## src/hirs_pkg.sv

```systemverilog
// shared types, constants and match patterns for the http image response scanner
package hirs_pkg;

    localparam int MAX_MESSAGE_BYTES = 65536;
    localparam int POS_W             = $clog2(MAX_MESSAGE_BYTES + 1);
    localparam int WINDOW_LEN        = 21;
    localparam int LEN_PAT_LEN       = 17;
    localparam int END_PAT_LEN       = 4;
    localparam int LEN_W             = 31;
    localparam int DROP_W            = 32;
    localparam logic [LEN_W+3:0] LENGTH_LIMIT = 35'd2147483647;

    localparam logic [1:0] PH_IDLE   = 2'd0;
    localparam logic [1:0] PH_SKIP   = 2'd1;
    localparam logic [1:0] PH_DIGITS = 2'd2;
    localparam logic [1:0] PH_DONE   = 2'd3;

    typedef logic [7:0] t_byte;

    typedef struct packed {
        t_byte data_byte;
        logic  last_byte;
    } t_in_word;

    typedef struct packed {
        logic              found_image;
        logic [DROP_W-1:0] drop_bytes;
    } t_result;

    localparam t_byte TYPE_PATTERN [WINDOW_LEN] = '{
        8'h0d, 8'h0a, "C", "o", "n", "t", "e", "n", "t", "-", "T", "y", "p", "e", ":",
        " ", "i", "m", "a", "g", "e"
    };

    localparam t_byte LENGTH_PATTERN [LEN_PAT_LEN] = '{
        8'h0d, 8'h0a, "C", "o", "n", "t", "e", "n", "t", "-", "L", "e", "n", "g", "t",
        "h", ":"
    };

    localparam t_byte END_PATTERN [END_PAT_LEN] = '{8'h0d, 8'h0a, 8'h0d, 8'h0a};

endpackage

```

## src/hirs_in_reg.sv

```systemverilog
// input register holding one accepted word until the scanner takes it
module hirs_in_reg (
    input  logic               i_clk,
    input  logic               i_rst_n,
    input  logic               i_valid,
    input  hirs_pkg::t_in_word i_word,
    output logic               o_stall,
    input  logic               i_take,
    output logic               o_valid,
    output hirs_pkg::t_in_word o_word
);

    logic               r_valid;
    logic               n_valid;
    hirs_pkg::t_in_word r_word;
    logic               load;

    assign o_stall = r_valid && !i_take;
    assign load    = i_valid && !o_stall;

    always_comb begin
        n_valid = r_valid;
        if (load) begin
            n_valid = 1'b1;
        end else if (i_take) begin
            n_valid = 1'b0;
        end
    end

    always_ff @(posedge i_clk) begin
        if (!i_rst_n) begin
            r_valid <= 1'b0;
        end else begin
            r_valid <= n_valid;
        end
    end

    always_ff @(posedge i_clk) begin
        if (load) begin
            r_word <= i_word;
        end
    end

    assign o_valid = r_valid;
    assign o_word  = r_word;

endmodule

```

## src/hirs_scan.sv

```systemverilog
// byte window, pattern matchers, length accumulator and per-response state
module hirs_scan (
    input  logic               i_clk,
    input  logic               i_rst_n,
    input  logic               i_go,
    input  hirs_pkg::t_in_word i_word,
    output logic               o_res_valid,
    output hirs_pkg::t_result  o_result
);

    hirs_pkg::t_byte                 r_window [hirs_pkg::WINDOW_LEN];
    hirs_pkg::t_byte                 n_window [hirs_pkg::WINDOW_LEN];
    logic                            r_type_seen,  n_type_seen;
    logic [1:0]                      r_phase,      n_phase;
    logic [hirs_pkg::LEN_W-1:0]      r_value,      n_value;
    logic                            r_overflow,   n_overflow;
    logic                            r_has_digit,  n_has_digit;
    logic                            r_body_found, n_body_found;
    logic [hirs_pkg::POS_W-1:0]      r_body_off,   n_body_off;
    logic [hirs_pkg::POS_W-1:0]      r_pos,        n_pos;
    logic                            r_ended,      n_ended;

    logic                            is_digit;
    logic [hirs_pkg::LEN_W+3:0]      acc;
    logic                            type_hit;
    logic                            len_hit;
    logic                            end_hit;
    logic                            found;
    hirs_pkg::t_byte                 b;

    assign b        = i_word.data_byte;
    assign is_digit = (b >= "0") && (b <= "9");
    assign acc      = ({4'b0000, r_value} << 3) + ({4'b0000, r_value} << 1)
                    + {27'd0, b - 8'h30};

    always_comb begin
        n_window     = r_window;
        n_type_seen  = r_type_seen;
        n_phase      = r_phase;
        n_value      = r_value;
        n_overflow   = r_overflow;
        n_has_digit  = r_has_digit;
        n_body_found = r_body_found;
        n_body_off   = r_body_off;
        n_pos        = r_pos;
        n_ended      = r_ended;
        type_hit     = 1'b0;
        len_hit      = 1'b0;
        end_hit      = 1'b0;
        if (!r_ended && (r_pos < hirs_pkg::POS_W'(hirs_pkg::MAX_MESSAGE_BYTES))) begin
            if (b == 8'h00) begin
                n_ended = 1'b1;
                if (r_phase == hirs_pkg::PH_SKIP || r_phase == hirs_pkg::PH_DIGITS) begin
                    n_phase = hirs_pkg::PH_DONE;
                end
            end else begin
                n_pos = r_pos + 1'b1;
                if (r_phase == hirs_pkg::PH_SKIP) begin
                    n_phase = hirs_pkg::PH_DIGITS;
                end else if (r_phase == hirs_pkg::PH_DIGITS) begin
                    if (is_digit) begin
                        n_has_digit = 1'b1;
                        if (!r_overflow) begin
                            if (acc > hirs_pkg::LENGTH_LIMIT) begin
                                n_overflow = 1'b1;
                            end else begin
                                n_value = acc[hirs_pkg::LEN_W-1:0];
                            end
                        end
                    end else begin
                        n_phase = hirs_pkg::PH_DONE;
                    end
                end
                for (int i = 0; i < hirs_pkg::WINDOW_LEN - 1; i++) begin
                    n_window[i] = r_window[i+1];
                end
                n_window[hirs_pkg::WINDOW_LEN-1] = b;
                type_hit = 1'b1;
                for (int i = 0; i < hirs_pkg::WINDOW_LEN; i++) begin
                    if (n_window[i] != hirs_pkg::TYPE_PATTERN[i]) begin
                        type_hit = 1'b0;
                    end
                end
                len_hit = 1'b1;
                for (int i = 0; i < hirs_pkg::LEN_PAT_LEN; i++) begin
                    if (n_window[hirs_pkg::WINDOW_LEN - hirs_pkg::LEN_PAT_LEN + i]
                        != hirs_pkg::LENGTH_PATTERN[i]) begin
                        len_hit = 1'b0;
                    end
                end
                end_hit = 1'b1;
                for (int i = 0; i < hirs_pkg::END_PAT_LEN; i++) begin
                    if (n_window[hirs_pkg::WINDOW_LEN - hirs_pkg::END_PAT_LEN + i]
                        != hirs_pkg::END_PATTERN[i]) begin
                        end_hit = 1'b0;
                    end
                end
                if (type_hit) begin
                    n_type_seen = 1'b1;
                end
                if (n_phase == hirs_pkg::PH_IDLE && len_hit) begin
                    n_phase = hirs_pkg::PH_SKIP;
                end
                if (!r_body_found && end_hit) begin
                    n_body_found = 1'b1;
                    n_body_off   = n_pos;
                end
            end
        end
    end

    assign found = n_type_seen && n_phase[1] && n_has_digit && !n_overflow && n_body_found;

    assign o_res_valid          = i_go && i_word.last_byte;
    assign o_result.found_image = found;
    assign o_result.drop_bytes  = found
        ? (hirs_pkg::DROP_W'(n_body_off) + hirs_pkg::DROP_W'(n_value))
        : '0;

    always_ff @(posedge i_clk) begin
        if (!i_rst_n || (i_go && i_word.last_byte)) begin
            for (int i = 0; i < hirs_pkg::WINDOW_LEN; i++) begin
                r_window[i] <= 8'h00;
            end
            r_type_seen  <= 1'b0;
            r_phase      <= hirs_pkg::PH_IDLE;
            r_value      <= '0;
            r_overflow   <= 1'b0;
            r_has_digit  <= 1'b0;
            r_body_found <= 1'b0;
            r_body_off   <= '0;
            r_pos        <= '0;
            r_ended      <= 1'b0;
        end else if (i_go) begin
            r_window     <= n_window;
            r_type_seen  <= n_type_seen;
            r_phase      <= n_phase;
            r_value      <= n_value;
            r_overflow   <= n_overflow;
            r_has_digit  <= n_has_digit;
            r_body_found <= n_body_found;
            r_body_off   <= n_body_off;
            r_pos        <= n_pos;
            r_ended      <= n_ended;
        end
    end

endmodule

```

## src/hirs_out_reg.sv

```systemverilog
// result register holding one finished word until the receiver takes it
module hirs_out_reg (
    input  logic              i_clk,
    input  logic              i_rst_n,
    input  logic              i_load,
    input  hirs_pkg::t_result i_result,
    output logic              o_free,
    output logic              o_valid,
    input  logic              i_stall,
    output hirs_pkg::t_result o_result
);

    logic              r_valid;
    logic              n_valid;
    hirs_pkg::t_result r_result;

    assign o_free = !r_valid || !i_stall;

    always_comb begin
        n_valid = r_valid;
        if (i_load) begin
            n_valid = 1'b1;
        end else if (!i_stall) begin
            n_valid = 1'b0;
        end
    end

    always_ff @(posedge i_clk) begin
        if (!i_rst_n) begin
            r_valid <= 1'b0;
        end else begin
            r_valid <= n_valid;
        end
    end

    always_ff @(posedge i_clk) begin
        if (i_load) begin
            r_result <= i_result;
        end
    end

    assign o_valid  = r_valid;
    assign o_result = r_result;

endmodule

```

## src/http_image_response_scanner.sv

```systemverilog
// top level of the http image response scanner
// Takes one response byte per cycle and sustains one byte every cycle unless input stalls.
// Each byte is held in an input register until scanned, then a single pass of window compares
// and a decimal multiply-by-ten accumulate updates the scan state; the byte flagged last also
// loads its result into the result register, which presents it. Input stalls only while a
// result waits in the result register and the next byte to scan is a last byte. After each
// result all scan state returns to its reset value for the next response.
module http_image_response_scanner (
    input  logic        i_clk,
    input  logic        i_rst_n,
    input  logic        i_in_valid,
    output logic        o_in_stall,
    input  logic [7:0]  i_data_byte,
    input  logic        i_last_byte,
    output logic        o_out_valid,
    input  logic        i_out_stall,
    output logic        o_found_image,
    output logic [31:0] o_drop_bytes
);

    hirs_pkg::t_in_word in_word;
    hirs_pkg::t_in_word held_word;
    logic               held_valid;
    logic               out_free;
    logic               go;
    logic               res_valid;
    hirs_pkg::t_result  res;
    hirs_pkg::t_result  out_res;

    assign in_word.data_byte = i_data_byte;
    assign in_word.last_byte = i_last_byte;

    assign go = held_valid && (!held_word.last_byte || out_free);

    hirs_in_reg u_in_reg (
        .i_clk   (i_clk),
        .i_rst_n (i_rst_n),
        .i_valid (i_in_valid),
        .i_word  (in_word),
        .o_stall (o_in_stall),
        .i_take  (go),
        .o_valid (held_valid),
        .o_word  (held_word)
    );

    hirs_scan u_scan (
        .i_clk       (i_clk),
        .i_rst_n     (i_rst_n),
        .i_go        (go),
        .i_word      (held_word),
        .o_res_valid (res_valid),
        .o_result    (res)
    );

    hirs_out_reg u_out_reg (
        .i_clk    (i_clk),
        .i_rst_n  (i_rst_n),
        .i_load   (res_valid),
        .i_result (res),
        .o_free   (out_free),
        .o_valid  (o_out_valid),
        .i_stall  (i_out_stall),
        .o_result (out_res)
    );

    assign o_found_image = out_res.found_image;
    assign o_drop_bytes  = out_res.drop_bytes;

    a_last_gives_result: assert property (@(posedge i_clk) disable iff (!i_rst_n)
        (go && held_word.last_byte) |=> o_out_valid)
        else $error("last byte scanned without a result word");

    a_result_not_overwritten: assert property (@(posedge i_clk) disable iff (!i_rst_n)
        (o_out_valid && i_out_stall) |-> !res_valid)
        else $error("result register overwritten while stalled");

    a_held_byte_kept: assert property (@(posedge i_clk) disable iff (!i_rst_n)
        (held_valid && !go) |=> held_valid)
        else $error("held byte lost without being scanned");

    a_drop_matches_found: assert property (@(posedge i_clk) disable iff (!i_rst_n)
        o_out_valid |-> (o_found_image == (o_drop_bytes != 32'd0)))
        else $error("drop count disagrees with found flag");

endmodule
```

## config.mk

```make
export PLATFORM = sky130hd
export DESIGN_NAME = http_image_response_scanner
export DESIGN_NICKNAME = d
export VERILOG_FILES = /design/src/hirs_pkg.sv /design/src/hirs_in_reg.sv /design/src/hirs_scan.sv /design/src/hirs_out_reg.sv /design/src/http_image_response_scanner.sv
export SDC_FILE = /design/constraint.sdc
export NUM_CORES = 1
export LEC_CHECK = 0
export BUFFER_PORTS_ARGS = -buffer_cell sky130_fd_sc_hd__clkbuf_2
export CORE_UTILIZATION = 44
export CTS_CLUSTER_SIZE = 20
export DETAILED_ROUTE_END_ITERATION = 10
export HOLD_SLACK_MARGIN = 0.12
export PLACE_DENSITY_LB_ADDON = 0.15
export SYNTH_ARGS = -nofsm -noshare
export SYNTH_HDL_FRONTEND = slang
export SYNTH_SLANG_ARGS = --single-unit
```

## constraint.sdc

```tcl
create_clock -name i_clk -period 10.35 [get_ports i_clk]
set_input_delay 2.07 -clock i_clk [delete_from_list [all_inputs] [get_ports i_clk]]
set_output_delay 2.07 -clock i_clk [all_outputs]
set_load 0.01 [all_outputs]
```

# Yosys cells after proc, flatten, opt, wreduce, memory -nomap -nowiden
# Index checks and enable logic that the tools add are counted.
word_totals:
  register_bits: 276
  output_inout_bits: 35
  inputBits: 13
  word_cells: 212
op_classes:
  n_bitwise: 1
  eq_ne: 46
  n_reduce_logical: 31
  mux: 89
  n_lt_le_gt_ge: 4
  n_addsub: 5
op_table:
  columns: ["cell", "n"]
  rows:
  - ["inequality test 8 x 7 -> 1 bit (second input constant)", 29]
  - ["two-way mux 31 bit", 7]
  - ["two-way mux 1 bit", 70]
  - ["inequality test 8 x 4 -> 1 bit (second input constant)", 8]
  - ["two-way mux 17 bit", 3]
  - ["inequality test 8 x 6 -> 1 bit (second input constant)", 5]
  - ["adder 34 x 32 -> 35 bit", 1]
  - ["adder 35 x 8 -> 35 bit", 1]
  - ["> comparator 35 x 31 -> 1 bit (second input constant)", 1]
  - ["adder 17 x 31 -> 32 bit", 1]
  - ["two-way mux 2 bit", 9]
  - ["adder 17 x 1 -> 17 bit (second input constant)", 1]
  - ["less-than comparator 17 bit (second input constant)", 1]
  - ["logical AND 1 bit", 12]
  - ["zero test 1 bit", 9]
  - ["AND reduction 3 bit", 3]
  - ["greater-or-equal comparator 8 x 6 -> 1 bit (second input constant)", 1]
  - ["<= comparator 8 x 6 -> 1 bit (second input constant)", 1]
  - ["zero test 8 bit", 1]
  - ["subtractor 8 x 6 -> 8 bit (second input constant)", 1]
  - ["logical OR 1 bit", 4]
  - ["equality test 2 x 1 -> 1 bit (second input constant)", 1]
  - ["equality test 2 bit (second input constant)", 1]
  - ["zero test 2 bit", 1]
  - ["4 further kinds", 4]

# Longest topological paths before layout
# Gate-level depths: netlist (run 1).
depth:
  depth_word: 31
  mapped_depth: 29
  depth_no_buf: 27

# By module
# From an unflattened synthesis (run 1), not the netlist that was laid out.
hier_totals:
  hier_cells: 1748
  hier_area_um2: 14634.0
by_module_without_submodules:
  columns: ["mod", "cells_per_inst", "seq_area_each_um2", "n_inst", "area_each_um2"]
  rows:
  - ["hirs_scan", 1696, 4644.5, 1, 13279.0]
  - ["hirs_out_reg", 37, 1011.0, 1, 1026.0]
  - ["hirs_in_reg", 13, 290.3, 1, 317.8]
  - ["http_image_response_scanner", 2, 0.0, 1, 11.3]

# Worst setup path after synthesis (run 1)
# No wires, ideal clock.
synth_timing:
  path_kind: "reg2reg"
  startpoint: "register u_in_reg.r_word, in the netlist u_in_reg.o_word[5]"
  endpoint: "register u_out_reg.r_result, in the netlist u_out_reg.o_result[30] (data pin)"
  path_buffers: 2
  setup_time_ns: 0.260
  stages_incl_launch_ff: 28
  arrival_time_ns: 6.343
  period_less_slack_ns: 6.603
  required_time_ns: 10.090
  path_slack_ns: 3.747
  cell_sequence: "edfxtp_1 > a21oi_1 > xnor2_1 > fa_1 > inv_1 > ha_1 > and4_4 > and4_4 > a221o_4 > o2111ai_4 > a31oi_1 > mux2_4 > or4_1 > clkbuf_1 > mux2_2 > ha_1 > inv_1 > fa_1 > nor2b_1 > o21ai_0 > nand2_1 > and3_1 > nor3_1 > or3_1 > a31o_2 > buf_1 > nor4_1 > mux2_2"
synth_between:
  word_cells_on_any_way: 64
  cone_classes: "add/sub: 3; order compare: 3; eq/ne: 3; mux: 45; reduce/logical: 10"
synth_rtl:
  columns: ["item", "line", "rtl"]
  rows:
  - ["start: declaration", "hirs_in_reg.sv:15", "hirs_pkg::t_in_word r_word;"]
  - ["start signal: assignment", "hirs_in_reg.sv:40", "r_word <= i_word;"]
  - ["subtractor 8 x 6 -> 8 bit", "hirs_scan.sv:34", "+ {27'd0, b - 8'h30};"]
  - ["adder 35 x 8 -> 35 bit", "hirs_scan.sv:34", null]
  - ["> comparator 35 x 31 -> 1 bit", "hirs_scan.sv:64", "if (acc > hirs_pkg::LENGTH_LIMIT) begin"]
  - ["two-way mux 31 bit", "hirs_scan.sv:64", null]
  - ["two-way mux 31 bit", "hirs_scan.sv:63", "if (!r_overflow) begin"]
  - ["two-way mux 31 bit", "hirs_scan.sv:61", "if (is_digit) begin"]
  - ["two-way mux 31 bit", "hirs_scan.sv:60", "end else if (r_phase == hirs_pkg::PH_DIGITS) begin"]
  - ["two-way mux 31 bit", "hirs_scan.sv:58", "if (r_phase == hirs_pkg::PH_SKIP) begin"]
  - ["two-way mux 31 bit (*)", "hirs_scan.sv:51", "if (b == 8'h00) begin"]
  - ["two-way mux 31 bit (*)", "hirs_scan.sv:50", "if (!r_ended && (r_pos < hirs_pkg::POS_W'(hirs_pkg::MAX_MESSAGE_BYTES))) begin"]
  - ["net u_scan.n_value, one bit", "hirs_scan.sv:15", "logic [hirs_pkg::LEN_W-1:0] r_value, n_value;"]
  - ["adder 17 x 31 -> 32 bit (*)", "hirs_scan.sv:117", "? (hirs_pkg::DROP_W'(n_body_off) + hirs_pkg::DROP_W'(n_value))"]
  - ["end signal: assignment", "hirs_out_reg.sv:38", "r_result <= i_result;"]
  - ["end: declaration", "hirs_out_reg.sv:15", "hirs_pkg::t_result r_result;"]
# The timed path passes the listed nets; every way through them passes the cells marked *. The select of a mux whose other input is x is not followed.
# A chain may end at the register's enable or synchronous reset.

# Worst setup path in the final report (run 1)
layout_timing:
  startpoint: "register u_in_reg.r_word, in the netlist u_in_reg.o_word[5]"
  endpoint: "register u_out_reg.r_result, in the netlist u_out_reg.o_result[26] (data pin)"
# Same word-level chain as after synthesis.

==> flow_results.org, run 1 <==
** Status
- The flow ran to the end, and the final reports show no timing, DRC or antenna violations.

** STA
- Final max-slew violation count :: 0
- On the final layout, the worst clock skew is 0.0252 ns.
- Worst slew margin relative to its limit :: 25.6%
- Slew at the pin closest to its max-slew limit :: 1.12 ns
- After layout, the worst setup slack is 3.31 ns.
- The total count of hold-check failures in the final report came to 0.
- The smallest clock period supported by the final layout is computed as 7.04 ns.
- RSZ-0062 raised after global routing :: no
- Upper clock frequency limit :: 142 MHz
- Summed over all failing endpoints, the final setup total negative slack is 0 ns.
- Final cycle utilization of the critical path :: 68.1%
- Final-report setup violation count :: 0

** Synthesis
- Ys flop type :: dfxtp_1
- For this run, asynchronously set or reset flops after synthesis account for 0%.
- Synthesis inferred 276 register bits.
- Cell area after synthesis :: 14900 um2
- Mean post-synth cell area :: 8.14 um2
- Net count after synthesis :: 1926
- Sequential cells were found to cover 40.0% of the synthesized design area.
- In this run, distinct cell masters in the synthesized netlist total 78.
- Post-synth EDFFs :: 42
- Synth warnings :: 0
- After technology mapping, the gate count stands at 1825.

** Clock network
- In this run the deepest clock path goes through 3 buffers.
- Post-CTS Setup Repair Bufs :: 0
- Clock buffers created by TritonCTS :: 31
- Post-CTS Hold Buffers :: 0
- The cell sitting at the root of the clock tree is a clkbuf_16.
- TritonCTS clock tree :: done
- H-tree lvl count :: 1
- Once the clock tree was built, the resizer swapped 0 gates to a different size.
- For the worst-skew pair, the clock arrives at the later sink with an insertion delay of 0.59 ns.
- The tree built by TritonCTS fans out to 276 sinks.
- Clock-pin slew was measured on the worst setup and hold paths at 0.06 ns.

** Detailed routing
- In the final routed layout, each cell accounts on average for 17.4 um.
- DRC violations left :: 0
- In this run the remaining antenna-violating nets after routing total 0.
- Detailed routing inserted a total of 12800 vias.
- DRC marker count from the first detailed-route iteration :: 876
- After detailed routing, the number of vias per cell comes to 5.59.
- The first TritonRoute pass finished after 7 iterations.
- Wire length after detailed routing :: 39700 um

** Cells and area
- After filler insertion, the fill cell instance count of the layout stands at 3266.
- Antenna Cells :: 0
- The final layout contains 1918 nets.
- Relative to the synthesized area, the layout overhead comes to 10.1%.
- Cells with a size suffix above 1 make up 8.79% of the layout.

** Placement
- Prior to clock tree synthesis, the placed netlist has a worst setup slack of 3.32 ns.
- IO Port Bufs :: 47
- The wire-length estimate of the detail-placed layout is 28100 um.
- At the end of routability-driven placement, the weighted congestion stood at 0.883.

** Flow run
- Max-cap violations in this run came to 0.

** Critical path
- Worst Setup End Kind :: flip-flop
- In this run the register-to-register setup slack is 3.31 ns.
- STA classifies the critical path startpoint as a flip-flop.
- Category of the critical setup timing path :: reg2reg
- Of all nets on the critical path, the largest fanout is 9.
- At the worst endpoint, the required time is 10.69 ns.
- At the worst endpoint, the arrival time is 7.38 ns.

** Global routing
- The via count of the first global-routing pass came to 11800.
- Entering global routing, the biggest net connects 106 pins.
- All-layer global routing usage :: 22.9%
- Total overflow reported by the global router :: 0
- The number of antenna violations at the first check in global routing came to 0.
- The first global-routing pass estimated 63100 um of wire.

** Power and ir drop
- Leak Pwr :: 5.96 nW
- Across the VDD grid, the largest voltage drop is 0.144 mV.
- The completed layout was analyzed and its total power is 2.40 mW.
- In this run the power density over the cells is 147 nW/um2.

** Floorplan
- Die outline width :: 186 um
- From bottom edge to top edge, the die measures 186 um.
- DIE AREA :: 34500 um2
- After floorplanning, the core was sized to cover 32900 um2.
- Initial core utilization :: 45.2%
- During I/O placement, the number of pins put on the boundary was 48.
- The floorplan has 66 rows.

** Worst hold path
- In this run the worst hold path is classified as reg2reg.
state kept, by name (all words and copies together) (netlist names):
name	cells
u_scan.r_window	160
u_scan.r_phase	2
u_in_reg.o_valid	1
u_scan.r_body_found	1
u_in_reg.o_word	9
u_out_reg.o_result	33
u_scan.r_pos	17
u_scan.r_body_off	17
u_out_reg.o_valid	1
u_scan.r_value	31
u_scan.r_type_seen	1
u_scan.r_has_digit	1
u_scan.r_ended	1
u_scan.r_overflow	1
cells in the mapped netlist (all sizes together) (5+ instances only):
cell type,count,area (um2)
xor2,31,272
or4,8,60.1
nor3b,7,57.6
a211oi,29,218
or2,6,37.5
nand4,22,138
o21bai,8,60.1
nand4b,5,43.8
mux2i,20,204
nand2b,8,50.1
nor2,143,537
and4b,7,70.1
a21oi,244,1220
or3,10,62.6
buf,11,60.1
o21a,12,90.1
edfxtp,42,1260
nand3,35,175
nor4bb,11,110
ha,81,1010
and3,15,93.8
clkbuf,89,334
and2,10,62.6
fa,7,140
nand3b,5,37.5
nand2,427,1600
o31a,6,52.6
a31oi,8,50.1
a21boi,6,45.0
nor2b,11,68.8
xnor2,25,219
a21o,21,158
nor3,48,252
o21ai,31,155
mux2,26,297
dfxtp,234,4680
nor4b,13,114
inv,37,139
nor4,21,153
logic make-up (layout without fill, tap and decap cells):
logic type,count (synthesis),count (layout),synth area share (%)
flops,276,276,40.0
compound gates,402,402,16.4
buf+inv,137,154,3.59
simple gates,820,820,25.6
xor+xnor,56,56,3.30
fa+ha+maj,88,88,7.76
mux,46,46,3.37
stage by stage:
stage	hold slack (ns)	cells	instance area [um2]	util, %
after floorplan	0.431	1825	14900	-
after global placement	0.440	2226	15400	46.8
after detailed placement	0.447	2226	15400	46.8
after CTS	0.455	2284	16400	49.8
after global routing	0.469	2284	16400	49.8
final	0.455	2284	16400	49.8
power breakdown:
part           leakage, nW  switching [mW]  internal, mW  total [mW]
sequential            2.35          0.0159          1.10        1.12
combinational         3.13           0.143        0.0642       0.207
clock                0.485           0.453         0.621        1.07
total                 5.96           0.612          1.79        2.40
worst paths after layout:
kind,start,cells after the start,end
worst max-delay path,u_in_reg.o_word[5]$_DFFE_PP_,25,u_out_reg.o_result[26]$_SDFFCE_PN0P_
worst min-delay path,u_scan.r_body_off[10]$_SDFFE_PP0P_,2,u_scan.r_body_off[10]$_SDFFE_PP0P_
worst max register to register,u_in_reg.o_word[5]$_DFFE_PP_,25,u_out_reg.o_result[26]$_SDFFCE_PN0P_
worst min register to register,u_scan.r_body_off[10]$_SDFFE_PP0P_,2,u_scan.r_body_off[10]$_SDFFE_PP0P_
placed cells by master, fill, tap and decap left out, types with 14 or more instances in the layout:
cell       synthesis  final
a21oi_1          243    243
ha_1              81     81
mux2_2            25     25
nor3_1            47     47
nand2_1          427    425
o21ai_0           28     28
clkbuf_2           0     47
clkbuf_16          0     31
inv_1             37     37
and3_1            15     14
a211oi_1          29     29
nor4_1            19     19
nand4_1           22     22
nor2_1           143    143
xor2_1            31     31
nand3_1           35     35
dfxtp_1          234    234
a21o_1            21     21
mux2i_1           19     19
xnor2_1           25     25
edfxtp_1          42     42
metal layers:
metal	vias up	track usage [%]	share of wire (%)	routed length [um]
met1	6097	28.9	45	17700
met4	0	6.46	2.6	1030
met3	53	2.37	3.1	1240
met5	-	0	0	0
li1	6389	-	-	-
met2	236	41.1	50	19700
critical path: stages (launching register included):
cell,delay (ns)
edfxtp_1,0.48
a21oi_1,0.20
xnor2_1,0.10
fa_1,0.48
inv_1,0.04
ha_1,0.35
and4_4,0.24
and4_4,0.19
a221o_4,0.39
o2111ai_4,0.22
a31oi_1,0.14
mux2_4,0.35
or4_1,0.67
mux2_2,0.31
ha_1,0.16
inv_1,0.05
fa_1,0.38
nor2b_1,0.16
o21ai_0,0.11
nand2_1,0.09
and3_1,0.21
nor3_1,0.09
or3_1,0.37
a31o_2,0.34
nor4_1,0.30
mux2_2,0.37
final cells by class:
type	instances	area [um2]	share of cell area [%]
Multi-Input combinational cell	1412	8400	51.4
Tap cell	442	553	3.38
Clock inverter	12	105	0.642
Inverter	37	139	0.849
Timing Repair Buffer	59	325	1.99
Sequential cell	276	5950	36.3
Clock buffer	46	892	5.45
(Power assumes the default switching activity.)
==> inputs of run 2 (changes only) <==
clock period = 6.9 ns   (was 10.35 ns; I/O delays follow)
==> run 2 against run 1 <==
Sequential power is 49% higher. Final area is 2.3% higher. Sequential share of layout area is 0.83 points lower. Setup slack worse by 3.1 ns. Clock power is 64% higher. Wire length is 1.2% higher. Register-to-register slack worse by 3.1 ns. Count of clock-buffer cells in the layout is 2 lower. Critical path depth stayed put. Hold slack hardly changed. Clock skew is 0.0060 ns lower. Critical endpoint is now u_out_reg.o_result[30]$_SDFFCE_PN0P_. Largest power group is now clock.
==> flow_results.org, run 2 (same netlist as run 1, synthesis figures left out) <==
** Clock network
- The post-cts hold buffer count is 0 (unchanged).
- The CTS sink count was 276 (unchanged).
- TritonCTS clock tree :: done (unchanged)
- The buffer depth of the longest clock path is 3 (unchanged).
- Clock root buffer :: clkbuf_16 (unchanged)
- H-tree lvl count :: 1 (unchanged)
- Worst skew pair latency :: 0.59 ns (about the same)
- Clock buffers created by TritonCTS :: 31 (unchanged)
- Clock transition at the registers of the reported paths :: 0.06 ns (about the same)

** Detailed routing
- The post-detailed-routing wire length was 40200 um (was 39700 um).
- TritonRoute pass-1 iters :: 5 (was 7)
- The overall via count from detail_route was 12800 (about the same).
- Detail-routed net length per standard cell :: 17.4 um (about the same)
- DRC violations left :: 0 (unchanged)
- Via density per instance :: 5.57 (was 5.59)
- Final antenna-violating net count :: 0 (unchanged)
- The number of DRC markers after the initial detailed-route iteration was 813 (was 876).

** Floorplan
- The vertical extent of the die is 186 um (unchanged).
- The initial core utilization is 45.2% (unchanged).
- DIE AREA :: 34500 um2 (unchanged)
- The number of top-level pins is 48 (unchanged).
- The placement row count is 66 (unchanged).
- The floorplan die width came to 186 um (unchanged).
- Core area :: 32900 um2 (unchanged)

** STA
- The relative slew slack is 33.8% (was 25.6%).
- Accumulated negative setup slack :: 0 ns (unchanged)
- The worst clock skew was 0.0192 ns (was 0.0252 ns).
- Final cycle utilization of the critical path :: 96.5% (was 68.1%)
- The number of endpoints failing setup at the final stage was 0 (unchanged).
- Final Critical Period :: 6.66 ns (was 7.04 ns)
- The number of pins exceeding their max-slew limit in the final report was 0 (unchanged).
- Final hold vios :: 0 (unchanged)
- Worst Slack Setup Final :: 0.243 ns (was 3.31 ns)
- The highest clock rate was 150 MHz (was 142 MHz).
- The slew at the pin closest to its max-slew limit was 0.993 ns (was 1.12 ns).
- RSZ-0062 raised after global routing :: yes (was no)

** Cells and area
- The flip-flop count of the largest register after layout came to 160 (unchanged).
- The area of combinational cells with multiple inputs came to 8480 um2 (was 8400 um2).
- Commonest non-fill, non-tap cells in the layout: 425 x nand2_1, 241 x a21oi_1, 234 x dfxtp_1 (was 425 x nand2_1, 243 x a21oi_1, 234 x dfxtp_1).
- Area Growth Syn to Fin :: 12.7% (was 10.1%)
- The final non-filler cell area came to 16700 um2 (was 16400 um2).
- The register ranked first by flip-flop count is u_scan.r_window (unchanged).
- The sequential cell area in the final layout was 5950 um2 (unchanged).
- Fillcell total :: 3264 (was 3266)
- Utilization after layout :: 50.9% (was 49.8%)
- Net total in the final layout :: 1940 (was 1918)
- The proportion of layout cells with a drive suffix above 1 came to 10.8% (was 8.79%).
- Most frequent standard cell in the layout excluding fill and tap cells :: nand2_1 (unchanged)
- The number of antenna repair diodes was 0 (unchanged).

** Power and ir drop
- Leak Pwr :: 6.15 nW (was 5.96 nW)
- The ratio of total power to cell area is 225 nW/um2 (was 147 nW/um2).
- Worst vdd ir :: 0.229 mV (was 0.144 mV)
- Final Power :: 3.76 mW (was 2.40 mW)

** Placement
- The pre-CTS setup slack came to -0.000692 ns (was 3.32 ns).
- Detailed placement HPWL :: 28800 um (was 28100 um)
- Placed cell area :: 15500 um2 (was 15400 um2)
- The number of I/O port buffers came to 47 (unchanged).
- Weighted congestion reported at the end of routability-driven placement :: 0.894 (was 0.883)

** Critical path
- Worst R2R Setup Slack :: 0.24 ns (was 3.31 ns)
- Category of the critical setup timing path :: reg2reg (unchanged)
- Critical path fanouts, max :: 9 (unchanged)
- Crit Reg-Reg Startpoint :: u_in_reg.o_word[5]$_DFFE_PP_ (unchanged)
- Worst reg-to-reg path cell count :: 25 (unchanged)
- The critical path capture point type is a flip-flop (unchanged).
- The startpoint kind of the worst setup timing path is a flip-flop (unchanged).
- Arrival time worst endpoint :: 6.99 ns (was 7.38 ns)
- Worst reg2reg endpoint :: u_out_reg.o_result[30]$_SDFFCE_PN0P_ (was u_out_reg.o_result[26]$_SDFFCE_PN0P_)
- The required time of the worst setup path came to 7.23 ns (was 10.69 ns).

** Global routing
- The via count of the first global-routing pass is 11900 (was 11800).
- The overall overflow remaining after global route was 0 (unchanged).
- All-layer global routing usage :: 23.3% (was 22.9%)
- The global-route wire length before repair was 63600 um (was 63100 um).
- The maximum number of pins on one net before global-route repair was 94 (was 106).
- The number of antenna violations at the first check in global routing came to 1 (was 0).

** Worst hold path
- Worst-case hold path end point :: u_scan.r_body_off[11]$_SDFFE_PP0P_ (was u_scan.r_body_off[10]$_SDFFE_PP0P_)
- Startpoint of the tightest hold check path :: u_scan.r_body_off[11]$_SDFFE_PP0P_ (was u_scan.r_body_off[10]$_SDFFE_PP0P_)
- The number of cells traversed by the worst hold path was 2 (unchanged).
- The class of the tightest hold or removal check was reg2reg (unchanged).

** Flow run
- The max-capacitance violation count is 0 (unchanged).

** Status
- Run status :: finished, final reports clean (unchanged)
run 2: cell count changes in the layout (fill, tap and decap cells not counted), moves of 2 or more:
cell and delta:
nor4_1 -2, bufinv_16 +3, buf_12 +2, a21oi_1 -2, clkbuf_8 +3, clkinv_1 -2
buf_4 +20, clkbuf_1 -5, a21oi_2 +2
run 2: report_power, final:
part | switching [mW] | total, mW | leakage, nW | internal, mW
clock network | 0.687 | 1.76 | 0.541 | 1.07
logic | 0.219 | 0.326 | 3.26 | 0.107
registers | 0.0234 | 1.67 | 2.35 | 1.65
run 2: repair_timing:
item / 4_1_cts / 5_1_grt
setup endpoints to repair: 1 / 10
resized for setup: 0 / 15
buffers inserted: 1 / 4
pin swaps: 0 / 5
run 2: per-layer routing:
layer | GRT usage (%) | part of all wire [%]
met1 | 29.1 | 44
met2 | 40.4 | 48
met3 | 3.48 | 3.9
met4 | 8.49 | 3.5
met5 | 0 | 0.032
run 2: metrics by stage:
| stage | std cells | hold WS (ns) |
|---|---|---|
| floorplan | 1825 | 0.431 |
| detailed placement | 2243 | 0.449 |
| CTS | 2302 | 0.457 |
| global route | 2306 | 0.478 |
| global placement | 2243 | 0.441 |
| finish | 2306 | 0.455 |
run 2: worst max-delay path: stages, from the launching register on:
cell	delay (ns)
edfxtp_1	0.47
a21oi_2	0.19
xnor2_1	0.09
fa_1	0.48
inv_1	0.04
ha_1	0.31
and4_4	0.22
and4_4	0.19
a221o_4	0.43
o2111ai_4	0.25
a31oi_2	0.13
mux2_4	0.35
or4_4	0.52
mux2_2	0.27
ha_1	0.17
inv_1	0.06
fa_1	0.39
nor2b_2	0.14
o21ai_0	0.12
nand2_1	0.10
and3_4	0.20
nor3_1	0.07
or3_4	0.35
a31o_4	0.28
nor4_2	0.23
mux2_2	0.35
run 2: worst max-delay path by stage:
| stage | start | end | slack [ns] | cells past startpoint |
|---|---|---|---|---|
| floorplan | u_in_reg.o_word[5]$_DFFE_PP_ | u_out_reg.o_result[30]$_SDFFCE_PN0P_ | 0.30 | 27 |
| global placement | u_in_reg.o_word[5]$_DFFE_PP_ | u_out_reg.o_result[30]$_SDFFCE_PN0P_ | 0.15 | 25 |
| detailed placement | u_in_reg.o_word[5]$_DFFE_PP_ | u_out_reg.o_result[26]$_SDFFCE_PN0P_ | -0.0007 | 25 |
| CTS | u_in_reg.o_word[6]$_DFFE_PP_ | u_out_reg.o_result[26]$_SDFFCE_PN0P_ | 0.0007 | 25 |
| global route | u_in_reg.o_word[5]$_DFFE_PP_ | u_out_reg.o_result[30]$_SDFFCE_PN0P_ | -0.01 | 25 |
| finish | u_in_reg.o_word[5]$_DFFE_PP_ | u_out_reg.o_result[30]$_SDFFCE_PN0P_ | 0.24 | 25 |
run 2: final cells by class:
type | count | share of cell area [%]
multi-input cells | 1412 | 50.6
flip-flops and latches | 276 | 35.5
clock buffers | 44 | 5.46
well taps | 442 | 3.30
repair buffers | 81 | 3.08
clock inverters | 14 | 1.18
inverters | 37 | 0.829
